<file path="src/gb5_pkg.sv">
// Shared types and constants for the 5x5 Gaussian blur.
// No dependencies; used by every module of the block by scoped names.
`timescale 1ns / 1ps

package gb5_pkg;

  localparam int PIX_W     = 8;
  localparam int CFG_W     = 11;
  localparam int LS_ROWS   = 4;               // rows held above the current one
  localparam int LS_W      = LS_ROWS * PIX_W; // one line-store word per column
  localparam int COLSUM_W  = 12;              // 12 * 255 = 3060
  localparam int HSUM_W    = 16;              // 144 * 255 = 36720
  localparam int DIM_MIN   = 5;
  localparam int DIM_RESET = 1024;

  // sum / 144 == (sum >> 4) / 9; the /9 is a multiply by ceil(2^16 / 9)
  localparam int DIV_PRE_SHIFT = 4;
  localparam int DIV_Q_W       = HSUM_W - DIV_PRE_SHIFT;
  localparam int DIV_RECIP_W   = 13;
  localparam logic [DIV_RECIP_W-1:0] DIV_RECIP = 13'd7282;
  localparam int DIV_SHIFT     = 16;

  typedef enum logic [0:0] {
    REG_FRAME_WIDTH  = 1'b0,
    REG_FRAME_HEIGHT = 1'b1
  } cfg_reg_t;

  // One window column, reduced to its vertical weighted sum.
  typedef struct packed {
    logic [COLSUM_W-1:0] colsum;
    logic                emit;
    logic                margin;
    logic                last;
  } col_beat_t;

endpackage

</file>
<file path="src/gb5_hsum.sv">
// Horizontal stage: keeps the last four column sums, forms the 5x5 weighted
// sum, divides by 144 and holds the result beat. Depends on gb5_pkg.
`timescale 1ns / 1ps

module gb5_hsum (
  input  logic                          clk,
  input  logic                          rst,
  input  logic                          col_valid,
  input  gb5_pkg::col_beat_t            col_beat,
  output logic                          col_ready,
  output logic [gb5_pkg::PIX_W-1:0]     blurred,
  output logic                          in_margin,
  output logic                          frame_last,
  output logic                          out_valid,
  input  logic                          out_stall
);

  localparam int SW = gb5_pkg::HSUM_W;
  localparam int PW = gb5_pkg::DIV_Q_W + gb5_pkg::DIV_RECIP_W;

  gb5_pkg::col_beat_t        s2_beat;
  logic                      s2_valid;
  logic [gb5_pkg::COLSUM_W-1:0] cs [4];    // cs[3] is the newest column

  logic                      s3_valid;
  logic                      s3_margin;
  logic                      s3_last;
  logic [SW-1:0]             s3_sum;

  logic                      o_free;
  logic                      s3_free;
  logic                      s2_go;
  logic [SW-1:0]             t0, t1, t2, t3, t4;
  logic [SW-1:0]             hsum;
  logic [gb5_pkg::DIV_Q_W-1:0] div_in;
  logic [PW-1:0]             div_prod;
  logic [gb5_pkg::PIX_W-1:0] quot;

  assign o_free    = !out_valid || !out_stall;
  assign s3_free   = !s3_valid || o_free;
  assign s2_go     = s2_valid && (!s2_beat.emit || s3_free);
  assign col_ready = !s2_valid || s2_go;

  always_comb begin
    t0   = SW'(cs[0]);
    t1   = SW'(cs[1]);
    t2   = SW'(cs[2]);
    t3   = SW'(cs[3]);
    t4   = SW'(s2_beat.colsum);
    hsum = t0 + (t1 << 1) + t1 + (t2 << 2) + (t3 << 1) + t3 + t4;
  end

  always_comb begin
    div_in   = s3_sum[SW-1:gb5_pkg::DIV_PRE_SHIFT];
    div_prod = PW'(div_in) * PW'(gb5_pkg::DIV_RECIP);
    quot     = div_prod[gb5_pkg::DIV_SHIFT +: gb5_pkg::PIX_W];
  end

  always_ff @(posedge clk) begin
    if (rst) begin
      s2_valid <= 1'b0;
    end else if (col_ready) begin
      s2_valid <= col_valid;
    end
  end

  always_ff @(posedge clk) begin
    if (col_ready && col_valid) begin
      s2_beat <= col_beat;
    end
    if (s2_go) begin
      cs[0] <= cs[1];
      cs[1] <= cs[2];
      cs[2] <= cs[3];
      cs[3] <= s2_beat.colsum;
    end
  end

  always_ff @(posedge clk) begin
    if (rst) begin
      s3_valid <= 1'b0;
    end else if (s2_go && s2_beat.emit) begin
      s3_valid <= 1'b1;
    end else if (o_free) begin
      s3_valid <= 1'b0;
    end
  end

  always_ff @(posedge clk) begin
    if (s2_go && s2_beat.emit) begin
      s3_sum    <= hsum;
      s3_margin <= s2_beat.margin;
      s3_last   <= s2_beat.last;
    end
  end

  always_ff @(posedge clk) begin
    if (rst) begin
      out_valid <= 1'b0;
    end else if (o_free) begin
      out_valid <= s3_valid;
    end
  end

  always_ff @(posedge clk) begin
    if (o_free && s3_valid) begin
      blurred    <= s3_margin ? '0 : quot;
      in_margin  <= s3_margin;
      frame_last <= s3_last;
    end
  end

  a_margin_is_zero: assert property (@(posedge clk) disable iff (rst)
    (out_valid && in_margin) |-> (blurred == '0))
    else $error("margin beat carries a nonzero value");

  a_no_overwrite: assert property (@(posedge clk) disable iff (rst)
    (s3_valid && !o_free) |=> (s3_valid && $stable(s3_sum)))
    else $error("held sum lost while output stalled");

  a_emit_lands: assert property (@(posedge clk) disable iff (rst)
    (s2_go && s2_beat.emit) |=> s3_valid)
    else $error("emitting column did not reach the sum stage");

endmodule
</file>
<file path="config.mk">
export PLATFORM = sky130hd
export DESIGN_NAME = gb5_hsum
export DESIGN_NICKNAME = d
export VERILOG_FILES = /design/src/gb5_pkg.sv /design/src/gb5_hsum.sv
export SDC_FILE = /design/constraint.sdc
export NUM_CORES = 1
export LEC_CHECK = 0
export BUFFER_PORTS_ARGS = -buffer_cell sky130_fd_sc_hd__buf_2
export CAP_MARGIN = 15
export CORE_MARGIN = 2
export CORE_UTILIZATION = 45
export CTS_CLUSTER_SIZE = 40
export DETAILED_ROUTE_END_ITERATION = 10
export PLACE_DENSITY_LB_ADDON = 0.08
export SKIP_CTS_REPAIR_TIMING = 1
export SYNTH_ARGS = -nofsm -noshare
export SYNTH_HDL_FRONTEND = slang
export SYNTH_SLANG_ARGS = --single-unit
</file>
<file path="constraint.sdc">
create_clock -name clk -period 9.35 [get_ports clk]
set_input_delay 0.4675 -clock clk [delete_from_list [all_inputs] [get_ports clk]]
set_output_delay 0.4675 -clock clk [all_outputs]
set_load 0.03 [all_outputs]
</file>
==> flow_summary.yaml, run 1 <==
run_status:
  status: "finished clean"
global_route:
  grt-ovfl-total: 0
  grt_use_met1_pct: 21.30
  grt_util_met3_pct: 3.262
  antenna_found_initial: 0
  grt_max_degree: 49
  grt_pass1_vias: 4163
  grt.total_usage_pct: 14.74
  grt_busiest_layer: "met2"
  grt_pass1_wl_mm: 19.19
  grtUsageMet2_pct: 22.69
worst_setup_path:
  worstSetupEndpointType: "flip-flop"
  max_stage_delay_ps: 530
  cp_max_fo: 4
  crit_path_cell_trace: "fa_1 > ha_1 > inv_1 > fa_1 > inv_1 > fa_1 > inv_1 > fa_1 > inv_1 > ha_1 > a21oi_1 > o2111ai_1 > nand2_1 > nand3_2 > o31ai_2 > mux2_1"
  startpoint_type: "flip-flop"
  crit_buf_inv: 4
  critical_path_required_ps: 9440
  crit_family: "adder cells"
  crit_type: "flip-flop to flip-flop"
  crit_path_top_delay_cell: "fa_1"
  crit_arrival_ps: 4970
route:
  routed_wl_mm: 11.09
  wl_per_cell_um: 13.16
  drt-pass1-iter-count: 6
  remaining_drc_errors: 0
  drtIter0Drc: 131
  ant_nets: 0
  vias: 3927
  vias_per_cell: 4.658
cells_and_area:
  antenna_cells: 0
  fill_cells: 1358
  fin_cells: 843
  layout_commonest_cell: "inv_1"
  synthToLayoutAreaGrowth_pct: 10.88
  final_cell_mix: "inv_1, edfxtp_1, fa_1"
  drive_gt1_share_pct: 8.861
  fin_nets: 819
sta:
  fin_setup_tns_ps: 0
  min_period_ps: 4887
  rsz0062_at_grt: "no"
  max_slew_margin_pct: 56.42
  hold_violations: 0
  skew_ps: 8.595
  worst_pin_slew_ps: 653.7
  finalMaxSlewViolations: 0
  fin_crit_sh_pct: 52.27
  fmax_mhz: 204.6
  finalSetupViolCount: 0
synth:
  synthFlopType: "edfxtp_1"
  synth_area_mm2: 0.007061
  syn_nets: 775
  syn_inst: 585
  syn-mean-instance-area_um2: 12.07
  yosysWarnings: 0
  synth_edf_count: 87
  synthArstFlopShare_pct: 0
  ys_ff_latch: 90
  ys_seq_area_share_pct: 37.85
  synth_cell_type_count: 43
cts:
  numCtsBuffers: 9
  path_clk_slew_ps: 70
  clockBufferDepth: 2
  cts_max_level: 3
  clock_sinks: 90
  cts_tree: "done"
  root_buffer: "clkbuf_16"
  clock_latency_ps: 340
place:
  numPortBuffers: 30
  place.gp.congestion: 0.8568
  dp_hpwl_mm: 9.002
  dp.cells: 828
floorplan:
  num_io_pins: 31
  die_w_um: 129.3
  dieArea_mm2: 0.01671
  rows: 45
  die_h_um: 129.3
  start_util_pct: 46.27
  coreArea_mm2: 0.01526
job:
  drv_cap: 0
hold_path:
  hold_path_class: "input port to flip-flop"
[cells by family (layout without fill, tap and decap cells)]
kind of cell | count (synthesis) | in the layout | share of synthesized area [%]
buffers and inverters | 179 | 226 | 9.516
adders and majority gates | 171 | 171 | 39.45
DFF | 90 | 90 | 37.85
AOI/OAI and AO/OA | 65 | 65 | 6.380
and+or+nand+nor | 58 | 58 | 4.005
xor gates and xnor gates | 20 | 20 | 2.481
muxes | 2 | 2 | 0.3190
[layer usage]
metal | wire, um | vias to the layer above
met2 | 5122 | 31
met4 | 132 | 0
li1 | - | 1953
met3 | 200 | 8
met1 | 5634 | 1935
met5 | 0 | -
[through the flow]
step                      instance area [um^2]  setup WS (ps)  util (%)  hold slack, ps
after CTS                                 7818           4443     51.23           282.9
final                                     7829           4463     51.31           297.4
after detailed placement                  7511           4450     49.23           407.1
after global routing                      7829           4193     51.31           276.6
after floorplan                           7061           4609         -           400.3
after global placement                    7511           4568     49.23           405.2
[final timing paths]
path,to,from,cells after the start,slack [ps]
max reg2reg,blurred[6],s3_sum[5],16,4460
min,s2_beat[14],col_beat[14],1,300
min reg2reg,frame_last,s3_last,0,430
max,blurred[6],s3_sum[5],16,4460
[synth_stat cells (2+ instances only)]
| master | instances | share of area (%) |
|---|---|---|
| nor2_1 | 17 | 0.90 |
| nand2_1 | 14 | 0.74 |
| a21boi_0 | 2 | 0.21 |
| a211oi_1 | 4 | 0.43 |
| o22ai_1 | 2 | 0.18 |
| nor3_1 | 2 | 0.14 |
| nor3b_1 | 2 | 0.21 |
| xnor2_1 | 15 | 1.9 |
| nand2b_1 | 3 | 0.27 |
| dfxtp_1 | 3 | 0.85 |
| edfxtp_1 | 87 | 37 |
| nand3_1 | 7 | 0.50 |
| o21ai_0 | 8 | 0.57 |
| inv_1 | 178 | 9.5 |
| and3_1 | 2 | 0.18 |
| o31ai_1 | 3 | 0.32 |
| a31oi_1 | 2 | 0.18 |
| xor2_1 | 5 | 0.62 |
| ha_1 | 85 | 15 |
| a21o_1 | 7 | 0.74 |
| or3_1 | 2 | 0.18 |
| fa_1 | 86 | 24 |
| o21a_1 | 3 | 0.32 |
| a21oi_1 | 22 | 1.6 |
| nor2b_1 | 6 | 0.53 |
[registers in the layout (all words and copies together) (netlist names)]
signal / cells
s3_last: 1
blurred: 8
cs: 48
s3_valid: 1
frame_last: 1
s3_sum: 12
in_margin: 1
s2_valid: 1
out_valid: 1
s2_beat: 15
s3_margin: 1
[cell type report]
class	instances	area, um^2	area share [%]
Clock buffer	9	225.2	2.877
Clock inverter	5	81.33	1.039
Inverter	178	668.1	8.534
Multi-Input combinational cell	316	3734	47.69
Sequential cell	90	2673	34.14
Tap cell	211	264.0	3.372
Timing Repair Buffer	34	183.9	2.349
Power of run 1 is not shown: default switching activity piles up to over one toggle a cycle in this logic, so the estimate is an artifact.
==> run 2, diff against run 1 <==
Clock period 9.35 ns to 4.15 ns, I/O delays scaled along.
==> run 2 against run 1 <==
The flow now finishes with violations (setup timing). Worst setup slack worse by 4900 ps. Count of clock-buffer cells in the layout unchanged. First-iteration DRC count up 22%. Critical path type unchanged. Routed wire length up 7.4%. Register-to-register slack worse by 4900 ps. Clock skew down 0.65 ps. Worst hold slack worse by 260 ps. Sequential cell count unchanged. Maximum frequency up 7.6%.
==> flow_summary.yaml, run 2 (synthesized netlist as in run 1, its figures left out) <==
global_route:
  grt-ovfl-total: 0
  grt_pass1_wl_mm: 20.44
  grt_pass1_vias: 4448
  grt_max_degree: 49
  grt.total_usage_pct: 15.65
  antenna_found_initial: 0
worst_setup_path:
  max_stage_delay_ps: 510
  worstReg2RegStart: "s3_sum[10]"
  startpoint_type: "flip-flop"
  cp-endpoint: "blurred[6]"
  crit_start: "s3_sum[10]"
  path_depth: 17
  crit_arrival_ps: 4630
  worstSetupEndpointType: "flip-flop"
  cp_common_cell: "fa_1"
  reg2regPathDepth: 17
  critical_path_required_ps: 4240
  cp_max_fo: 3
  crit_family: "adder cells"
  crit_type: "flip-flop to flip-flop"
  reg2reg_slack_ps: -390
  crit_path_cell_trace: "buf_4 > fa_1 > ha_1 > inv_1 > fa_1 > inv_1 > fa_1 > inv_2 > fa_1 > inv_2 > ha_4 > a21oi_4 > o2111ai_2 > nand2_1 > nand3_2 > o31ai_2 > mux2_1"
  rr_endpoint: "blurred[6]"
  crit_buf_inv: 5
  crit_path_top_delay_cell: "fa_1"
cells_and_area:
  top_register: "cs"
  largestRegisters: "cs: 48 flops, s2_beat: 15 flops, s3_sum: 12 flops"
  drive_gt1_share_pct: 26.72
  antenna_cells: 0
  multi_input_area_mm2: 0.004133
  synthToLayoutAreaGrowth_pct: 24.44
  fin_nets: 897
  fill_cells: 1280
  largest_reg_flops: 48
  final_cell_mix: "inv_1, edfxtp_1, fa_1"
  ff_latch_area_mm2: 0.002673
  final_util_pct: 57.58
  layout_commonest_cell: "inv_1"
cts:
  root_buffer: "clkbuf_16"
  cts_max_level: 3
  numCtsBuffers: 9
  clockBufferDepth: 2
  clock_sinks: 90
  path_clk_slew_ps: 70
  cts_tree: "done"
  clock_latency_ps: 340
route:
  drtIter0Drc: 160
  ant_nets: 0
  remaining_drc_errors: 0
  vias_per_cell: 4.570
  routed_wl_mm: 11.91
  drt-pass1-iter-count: 4
  vias: 4214
  wl_per_cell_um: 12.92
sta:
  fin_crit_sh_pct: 109.5
  rsz0062_at_grt: "yes"
  min_period_ps: 4543
  hold_violations: 0
  layout_setup_ws_ps: -393.3
  finalSetupViolCount: 10
  max_slew_margin_pct: 57.03
  hold_slack_ps: 34.70
  finalMaxSlewViolations: 0
  fmax_mhz: 220.1
  worst_pin_slew_ps: 644.6
  skew_ps: 7.941
hold_path:
  hold_path_class: "input port to flip-flop"
run_status:
  status: "finished with violations"
  failed_checks: "setup timing"
floorplan:
  start_util_pct: 46.27
  num_io_pins: 31
  die_h_um: 129.3
  coreArea_mm2: 0.01526
  rows: 45
  die_w_um: 129.3
  dieArea_mm2: 0.01671
place:
  pre_cts_slack_ps: -499.2
  dp_hpwl_mm: 9.528
  place.gp.congestion: 0.8552
  numPortBuffers: 30
job:
  drv_cap: 0
run 2: per-stage QoR:
stage | cells | setup TNS (ps) | instance area, um^2
global route | 922 | -4703 | 8786
finish | 922 | -2748 | 8786
detailed placement | 892 | -3938 | 8070
global placement | 892 | -3073 | 8070
CTS | 907 | -4264 | 8338
floorplan | 585 | -653.8 | 7139
run 2: how the worst min path moves through the flow:
stage,startpoint,to,slack (ps),cells after the start
after floorplan,rst,s2_valid,280,1
after global placement,col_beat[7],s2_beat[7],380,1
after detailed placement,col_beat[8],s2_beat[8],390,1
after CTS,col_beat[8],s2_beat[8],20,1
after global routing,col_beat[14],s2_beat[14],20,1
final,col_beat[4],s2_beat[4],30,1
run 2: layout make-up:
type,count,share of cell area (%)
inverter,178,7.605
tap,211,3.005
multi-input combinational,316,47.04
sequential,90,30.42
timing repair buffer,112,8.886
clock inverter,6,0.4842
clock buffer,9,2.563
run 2: metal layers:
layer,part of all wire (%),routed length [um],up-vias,GRT usage [%]
li1,-,-,2114,-
met1,48,5743,2056,21.63
met2,49,5779,31,25.57
met3,1.9,224,13,3.097
met4,1.4,165,0,4.028
met5,0,0,-,0
Power of run 2 is left out for the same reason.
